## src/rtl/ctd_pkg.sv

```systemverilog
// Shared types and constants for the chunked transfer decoder.
// No dependencies; imported by ctd_step and chunked_transfer_decoder.
package ctd_pkg;

    typedef enum logic [2:0] {
        PH_SIZE    = 3'd0,
        PH_DATA    = 3'd1,
        PH_DATA_CR = 3'd2,
        PH_DATA_LF = 3'd3,
        PH_TRAILER = 3'd4
    } phase_t;

    typedef enum logic [1:0] {
        ST_BUSY = 2'd0,
        ST_DONE = 2'd1,
        ST_BAD  = 2'd2
    } status_t;

    // Parser control state, everything except the size/length counter
    typedef struct packed {
        phase_t  phase;
        logic    digit_seen;
        logic    space_after_digits;
        logic    in_extension;
        logic    cr_pending;
        logic    line_has_colon;
        logic    line_empty;
        status_t final_status;
    } ctd_ctrl_t;

    localparam ctd_ctrl_t CTRL_RESET = '{
        phase:              PH_SIZE,
        digit_seen:         1'b0,
        space_after_digits: 1'b0,
        in_extension:       1'b0,
        cr_pending:         1'b0,
        line_has_colon:     1'b0,
        line_empty:         1'b1,
        final_status:       ST_BUSY
    };

endpackage

```

## src/rtl/ctd_step.sv

```systemverilog
// Next-state logic of the chunked body parser: one byte per evaluation.
// Depends on ctd_pkg.
module ctd_step
    import ctd_pkg::*;
#(
    parameter int SIZE_BITS = 32
) (
    input  ctd_ctrl_t              cur_ctrl,
    input  logic [SIZE_BITS-1:0]   cur_count,
    input  logic [7:0]             in_byte,
    input  logic                   start_req,
    output ctd_ctrl_t              nxt_ctrl,
    output logic [SIZE_BITS-1:0]   nxt_count,
    output logic                   body_valid,
    output logic [7:0]             body_byte
);

    localparam logic [7:0] CH_CR    = 8'h0D;
    localparam logic [7:0] CH_LF    = 8'h0A;
    localparam logic [7:0] CH_SEMI  = 8'h3B;
    localparam logic [7:0] CH_COLON = 8'h3A;
    localparam logic [7:0] CH_SPACE = 8'h20;
    localparam logic [7:0] CH_TAB   = 8'h09;

    ctd_ctrl_t            base_ctrl;
    logic [SIZE_BITS-1:0] base_count;
    logic                 is_hex;
    logic [3:0]           hex_nib;

    // hex digit decode
    always_comb
    begin
        is_hex  = 1'b1;
        hex_nib = 4'd0;
        if (in_byte >= 8'h30 && in_byte <= 8'h39)
            hex_nib = 4'(in_byte - 8'h30);
        else if (in_byte >= 8'h61 && in_byte <= 8'h66)
            hex_nib = 4'(in_byte - 8'h57);
        else if (in_byte >= 8'h41 && in_byte <= 8'h46)
            hex_nib = 4'(in_byte - 8'h37);
        else
            is_hex = 1'b0;
    end

    always_comb
    begin
        base_ctrl  = start_req ? CTRL_RESET : cur_ctrl;
        base_count = start_req ? '0 : cur_count;
        nxt_ctrl   = base_ctrl;
        nxt_count  = base_count;
        body_valid = 1'b0;
        body_byte  = 8'd0;

        if (base_ctrl.final_status == ST_BUSY)
        begin
            unique case (base_ctrl.phase)
                PH_SIZE:
                begin
                    if (base_ctrl.cr_pending)
                    begin
                        if (in_byte != CH_LF || !base_ctrl.digit_seen)
                            nxt_ctrl.final_status = ST_BAD;
                        else
                        begin
                            nxt_ctrl.cr_pending = 1'b0;
                            if (base_count == '0)
                            begin
                                nxt_ctrl.phase          = PH_TRAILER;
                                nxt_ctrl.line_empty     = 1'b1;
                                nxt_ctrl.line_has_colon = 1'b0;
                            end
                            else
                                nxt_ctrl.phase = PH_DATA;
                        end
                    end
                    else if (in_byte == CH_CR)
                        nxt_ctrl.cr_pending = 1'b1;
                    else if (base_ctrl.in_extension)
                        nxt_ctrl = base_ctrl;
                    else if (in_byte == CH_SEMI)
                        nxt_ctrl.in_extension = 1'b1;
                    else if (in_byte == CH_SPACE || in_byte == CH_TAB)
                    begin
                        if (base_ctrl.digit_seen)
                            nxt_ctrl.space_after_digits = 1'b1;
                    end
                    else if (!is_hex || base_ctrl.space_after_digits)
                        nxt_ctrl.final_status = ST_BAD;
                    else if (base_count[SIZE_BITS-1 -: 4] != 4'd0)
                        nxt_ctrl.final_status = ST_BAD;   // size overflow
                    else
                    begin
                        nxt_count           = {base_count[SIZE_BITS-5:0], hex_nib};
                        nxt_ctrl.digit_seen = 1'b1;
                    end
                end

                PH_DATA:
                begin
                    body_valid = 1'b1;
                    body_byte  = in_byte;
                    nxt_count  = base_count - SIZE_BITS'(1);
                    if (base_count == SIZE_BITS'(1))
                        nxt_ctrl.phase = PH_DATA_CR;
                end

                PH_DATA_CR:
                begin
                    if (in_byte == CH_CR)
                        nxt_ctrl.phase = PH_DATA_LF;
                    else
                        nxt_ctrl.final_status = ST_BAD;
                end

                PH_DATA_LF:
                begin
                    if (in_byte == CH_LF)
                    begin
                        // back to a fresh size line; trailer flags untouched
                        nxt_ctrl.phase              = PH_SIZE;
                        nxt_ctrl.digit_seen         = 1'b0;
                        nxt_ctrl.space_after_digits = 1'b0;
                        nxt_ctrl.in_extension       = 1'b0;
                        nxt_ctrl.cr_pending         = 1'b0;
                        nxt_count                   = '0;
                    end
                    else
                        nxt_ctrl.final_status = ST_BAD;
                end

                PH_TRAILER:
                begin
                    if (base_ctrl.cr_pending)
                    begin
                        if (in_byte != CH_LF)
                            nxt_ctrl.final_status = ST_BAD;
                        else
                        begin
                            nxt_ctrl.cr_pending = 1'b0;
                            if (base_ctrl.line_empty)
                                nxt_ctrl.final_status = ST_DONE;
                            else if (!base_ctrl.line_has_colon)
                                nxt_ctrl.final_status = ST_BAD;
                            else
                            begin
                                nxt_ctrl.line_empty     = 1'b1;
                                nxt_ctrl.line_has_colon = 1'b0;
                            end
                        end
                    end
                    else if (in_byte == CH_CR)
                        nxt_ctrl.cr_pending = 1'b1;
                    else
                    begin
                        nxt_ctrl.line_empty = 1'b0;
                        if (in_byte == CH_COLON)
                            nxt_ctrl.line_has_colon = 1'b1;
                    end
                end

                default:
                    nxt_ctrl.final_status = ST_BAD;
            endcase
        end
    end

endmodule

```

## src/rtl/chunked_transfer_decoder.sv

```systemverilog
// Top level of the chunked transfer decoder: input register, parser state,
// result register. Depends on ctd_pkg and ctd_step.
//
//   channel | signals                          | direction | beat
//   --------+----------------------------------+-----------+------------------------------
//   in      | in_valid in_ready                | sink      | data_byte, start_req
//   out     | out_valid out_ready              | source    | body_valid, body_byte, status
//
// One beat in gives exactly one beat out; an accepted beat passes through the
// input register and then the result register, where it is offered on out.
// Sustained rate is one byte per cycle unless out stalls; the loop that sets it
// is the parser state update in ctd_step (SIZE_BITS-wide shift/decrement and compare).
// rst_n clears the parser to the start of a size line, status in progress.
// A stall on out holds the result register and the input register; in_ready
// drops only when both are full and out_ready is low.
module chunked_transfer_decoder
    import ctd_pkg::*;
#(
    parameter int SIZE_BITS = 32
) (
    input  logic       clk,
    input  logic       rst_n,
    input  logic       in_valid,
    output logic       in_ready,
    input  logic [7:0] data_byte,
    input  logic       start_req,
    output logic       out_valid,
    input  logic       out_ready,
    output logic       body_valid,
    output logic [7:0] body_byte,
    output logic [1:0] status
);

    // input register
    logic       in_vld_reg;
    logic [7:0] in_byte_reg;
    logic       in_start_reg;

    // parser state
    ctd_ctrl_t            ctrl_reg;
    ctd_ctrl_t            ctrl_next;
    logic [SIZE_BITS-1:0] count_reg;
    logic [SIZE_BITS-1:0] count_next;

    // result register
    logic       out_vld_reg;
    logic       body_vld_reg;
    logic [7:0] body_byte_reg;
    status_t    status_reg;

    logic       step_valid;
    logic [7:0] step_byte;
    logic       advance;

    // the registered byte moves into the result register when that is free
    // or being emptied this cycle
    assign advance  = in_vld_reg && (!out_vld_reg || out_ready);
    assign in_ready = !in_vld_reg || advance;

    ctd_step #(
        .SIZE_BITS (SIZE_BITS)
    ) u_step (
        .cur_ctrl   (ctrl_reg),
        .cur_count  (count_reg),
        .in_byte    (in_byte_reg),
        .start_req  (in_start_reg),
        .nxt_ctrl   (ctrl_next),
        .nxt_count  (count_next),
        .body_valid (step_valid),
        .body_byte  (step_byte)
    );

    always_ff @(posedge clk or negedge rst_n)
    begin
        if (!rst_n)
        begin
            in_vld_reg   <= 1'b0;
            out_vld_reg  <= 1'b0;
            ctrl_reg     <= CTRL_RESET;
            count_reg    <= '0;
        end
        else
        begin
            if (in_ready)
                in_vld_reg <= in_valid;
            if (advance)
            begin
                ctrl_reg  <= ctrl_next;
                count_reg <= count_next;
            end
            if (advance)
                out_vld_reg <= 1'b1;
            else if (out_ready)
                out_vld_reg <= 1'b0;
        end
    end

    // payload registers, no reset
    always_ff @(posedge clk)
    begin
        if (in_ready && in_valid)
        begin
            in_byte_reg  <= data_byte;
            in_start_reg <= start_req;
        end
        if (advance)
        begin
            body_vld_reg  <= step_valid;
            body_byte_reg <= step_byte;
            status_reg    <= ctrl_next.final_status;
        end
    end

    assign out_valid  = out_vld_reg;
    assign body_valid = body_vld_reg;
    assign body_byte  = body_byte_reg;
    assign status     = status_reg;

    // payload bytes only come out while the message is still in progress
    assert property (@(posedge clk) disable iff (!rst_n)
        out_valid && body_valid |-> status == ST_BUSY)
        else $error("payload byte with final status");

    // data phase is entered only with a nonzero remaining length
    assert property (@(posedge clk) disable iff (!rst_n)
        ctrl_reg.phase == PH_DATA |-> count_reg != '0)
        else $error("data phase with zero count");

    // backpressure only when both stages are full and the sink stalls
    assert property (@(posedge clk) disable iff (!rst_n)
        !in_ready |-> in_vld_reg && out_vld_reg && !out_ready)
        else $error("input stalled without cause");

    // a final status sticks until a new message starts
    assert property (@(posedge clk) disable iff (!rst_n)
        advance && !in_start_reg && ctrl_reg.final_status != ST_BUSY
        |=> $stable(ctrl_reg))
        else $error("sticky status changed");

endmodule
```

## config.mk

```make
export PLATFORM = sky130hd
export DESIGN_NAME = chunked_transfer_decoder
export DESIGN_NICKNAME = d
export VERILOG_FILES = /design/src/rtl/ctd_pkg.sv /design/src/rtl/ctd_step.sv /design/src/rtl/chunked_transfer_decoder.sv
export SDC_FILE = /design/constraint.sdc
export NUM_CORES = 1
export LEC_CHECK = 0
export BUFFER_PORTS_ARGS = -buffer_cell sky130_fd_sc_hd__buf_2
export CAP_MARGIN = 30
export CELL_PAD_IN_SITES_DETAIL_PLACEMENT = 2
export CELL_PAD_IN_SITES_GLOBAL_PLACEMENT = 2
export CORE_ASPECT_RATIO = 0.7
export CORE_MARGIN = 2
export CORE_UTILIZATION = 41
export DETAILED_ROUTE_END_ITERATION = 10
export GPL_ROUTABILITY_DRIVEN = 0
export PLACE_DENSITY_LB_ADDON = 0.1
export SETUP_SLACK_MARGIN = 0.02
export SYNTH_ARGS = -nofsm -noshare
export SYNTH_HDL_FRONTEND = slang
export SYNTH_SLANG_ARGS = --single-unit
```

## constraint.sdc

```tcl
create_clock -name clk -period 6.48 [get_ports clk]
set_input_delay 1.296 -clock clk [delete_from_list [all_inputs] [get_ports clk]]
set_output_delay 1.296 -clock clk [all_outputs]
set_load 0.1 [all_outputs]
```

==> impl_metrics.env <==
export IMPL_switching_share_pct=41.4
export IMPL_synth_ff_type="dfrtp_1"
export IMPL_power_mw=1.74
export IMPL_core_um2=10500
export IMPL_synth_edf_count=20
export IMPL_p_seq_share_pct=37.9
export IMPL_pin_count=26
export IMPL_die_area_um2=11900
export IMPL_placementRows=31
export IMPL_tns_ps=0
export IMPL_hold_class="reg2reg"
export IMPL_track_usage_pct=32.6
export IMPL_dr_first_iter_drc_count=459
export IMPL_die_y_um=91.7
export IMPL_maxSlewViolCount=0
export IMPL_cts_hold_buffers_added=0
export IMPL_p_per_area_nw_per_um2=346
export IMPL_cts_setup_buffers=0
export IMPL_cp_end_kind="flip-flop"
export IMPL_drc=0
export IMPL_cts_root_buf="clkbuf_16"
export IMPL_syn2layout_area_growth_pct=11.7
export IMPL_ys_seq_area_share_pct=38.3
export IMPL_slew_headroom_pct=34.0
export IMPL_critPathMaxFanout=42
export IMPL_grt_pass1_vias=4861
export IMPL_firstDrtPassIters=5
export IMPL_ant_nets=0
export IMPL_die_width_um=129
export IMPL_yosys_warnings=0
export IMPL_fin_area_um2=5030
export IMPL_routed_wirelength_mm=18.4
export IMPL_vias=4690
export IMPL_synth_top_area_cell="dfrtp_1"
export IMPL_ys_async_sr_fraction_pct=69.2
export IMPL_criticalPathCategory="reg2reg"
export IMPL_dp_final_hpwl_mm=13.0
export IMPL_synth_seq_cells=65
export IMPL_syn_inst=519
export IMPL_vias_per_cell=6.92
export IMPL_clkPwrFrac_pct=29.5
export IMPL_grt_max_degree=46
export IMPL_finalSetupViolations=0
export IMPL_cts_htree_levels=3
export IMPL_max_cap_viol_count=0
export IMPL_grt_pass1_wl_mm=29.1
export IMPL_hold_depth=1
export IMPL_fin_crit_sh_pct=53.6
export IMPL_tritoncts="built"
export IMPL_antennaDiodeCount=0
export IMPL_arrival_ps=3670
export IMPL_p_sw_uw=723
export IMPL_start_kind="flip-flop"
export IMPL_synth_top_area_share_pct=24.4
export IMPL_p_comb_share_pct=32.6
export IMPL_holdWs_ps=510
export IMPL_synth_area_leaders="dfrtp_1 24%, edfxtp_1 13%, a21oi_1 4.0%"
export IMPL_leakagePower_nw=2.02
export IMPL_fmax_mhz=288
export IMPL_path_clk_slew_ps=60
export IMPL_antenna_found_initial=0
export IMPL_synth_cell_types=76
export IMPL_avgSynthCellArea_um2=8.69
export IMPL_reg2regPathDepth=10
export IMPL_cts_buffer_depth=2
export IMPL_synth_nets=538
export IMPL_final_layout_size_suffix_gt1_share_pct=13.2
export IMPL_cp_required_ps=6680
export IMPL_start_util_pct=42.9
export IMPL_numCtsBuffers=9
export IMPL_status="complete, no violations"
export IMPL_rsz0062_at_grt="false"
export IMPL_min_period_ps=3470
export IMPL_largest_reg_flops=32
export IMPL_synth_area_um2=4510
export IMPL_worstSkewPairLatency_ps=340
export IMPL_fin_skew_ps=7.26
export IMPL_cts_sinks=65
export IMPL_fin_nets=544
export IMPL_p_int_mw=1.02
export IMPL_cts_resized=0
export IMPL_max_vdd_ir_drop_mv=0.169
export IMPL_overflow=0
export IMPL_worst_slew_pin_slew_ps=987
export IMPL_hold_viol_final=0
export IMPL_n_fill_cell=1145
export IMPL_routedWlPerCell_um=27.2
export IMPL_io_buffer_count=25
export IMPL_place_area_um2=4720
-- logic make-up after synthesis --
logic type / count (synthesis) / synth area share [%]
xor+xnor: 9 / 1.75
mux: 2 / 0.444
fa+ha+maj: 6 / 1.67
buf+inv: 53 / 4.72
compound gates: 178 / 27.8
simple gates: 206 / 25.3
flops: 65 / 38.3
-- cells in the mapped netlist (all sizes together) (7+ instances only) --
library cell   n
a21o           7
a21oi         37
a221o         12
a31oi         12
and3          12
buf            7
clkbuf        32
dfrtp         44
edfxtp        20
inv           13
nand2         40
nand3         23
nor2          37
nor3          29
nor4          14
o211ai         8
o21ai         35
o22ai          7
or3            7
or4           10
-- final cells by class --
| class | instances | area [µm²] | share of cell area [%] |
|---|---|---|---|
| timing repair buffer | 34 | 193 | 3.83 |
| inverter | 14 | 52.6 | 1.04 |
| clock buffer | 14 | 274 | 5.44 |
| multi-input combinational | 401 | 2570 | 51.0 |
| clock inverter | 2 | 35.0 | 0.696 |
| tap | 148 | 185 | 3.68 |
| sequential | 65 | 1730 | 34.3 |
-- path summary, 6_finish.rpt --
kind | slack (ps) | start | endpoint
max | 3010 | in_start_reg | count_reg[24]
min | 510 | ctrl_reg[6] | ctrl_reg[6]
max reg2reg | 3010 | in_start_reg | count_reg[24]
min reg2reg | 510 | ctrl_reg[6] | ctrl_reg[6]
max in group asynchronous | 4960 | rst_n | count_reg[12]
min in group asynchronous | 1050 | rst_n | in_vld_reg
-- cells in the final DEF (no fill, tap or decap), types with 13 or more instances in the layout --
master	instances
nand3_1	23
nor4_1	13
buf_2	25
edfxtp_1	20
nand2_1	39
nor2_1	37
inv_1	13
o21ai_0	33
nor3_1	25
dfrtp_1	44
a21oi_1	36
-- routing by layer --
metal | wire [µm] | global-route usage (%) | share of wire [%]
met5 | 0 | 0 | 0
met4 | 284 | 7.07 | 1.5
met3 | 1540 | 8.11 | 8.4
met2 | 8190 | 49.3 | 44
met1 | 8410 | 47.1 | 46
-- power by group through the flow --
stage | sequential [mW] | combinational (mW) | clock, mW
CTS | 0.651 | 0.561 | 0.517
global placement | 0.647 | 0.524 | 0
finish | 0.661 | 0.569 | 0.514
detailed placement | 0.656 | 0.550 | 0
global route | 0.672 | 0.618 | 0.534
floorplan | 0.597 | 0.429 | 0
-- stage by stage --
| step | worst slack (ps) | util, % | instances |
|---|---|---|---|
| after floorplan | 3070 | - | 519 |
| final | 3010 | 47.9 | 678 |
| after global placement | 3000 | 44.8 | 660 |
| after CTS | 3010 | 47.8 | 677 |
| after global routing | 2800 | 47.9 | 678 |
| after detailed placement | 2920 | 44.9 | 661 |
-- worst max-delay path, cell delays in order (launching register included) --
cell and delay, ps:
edfxtp_1 320, buf_4 410, inv_1 80, buf_4 260, nand2_1 170, ha_1 730, and2_1 310, a31oi_4 90
o311a_1 430, a41oi_1 320, o211ai_1 140
No activity file was read; power rests on OpenSTA's default activity.
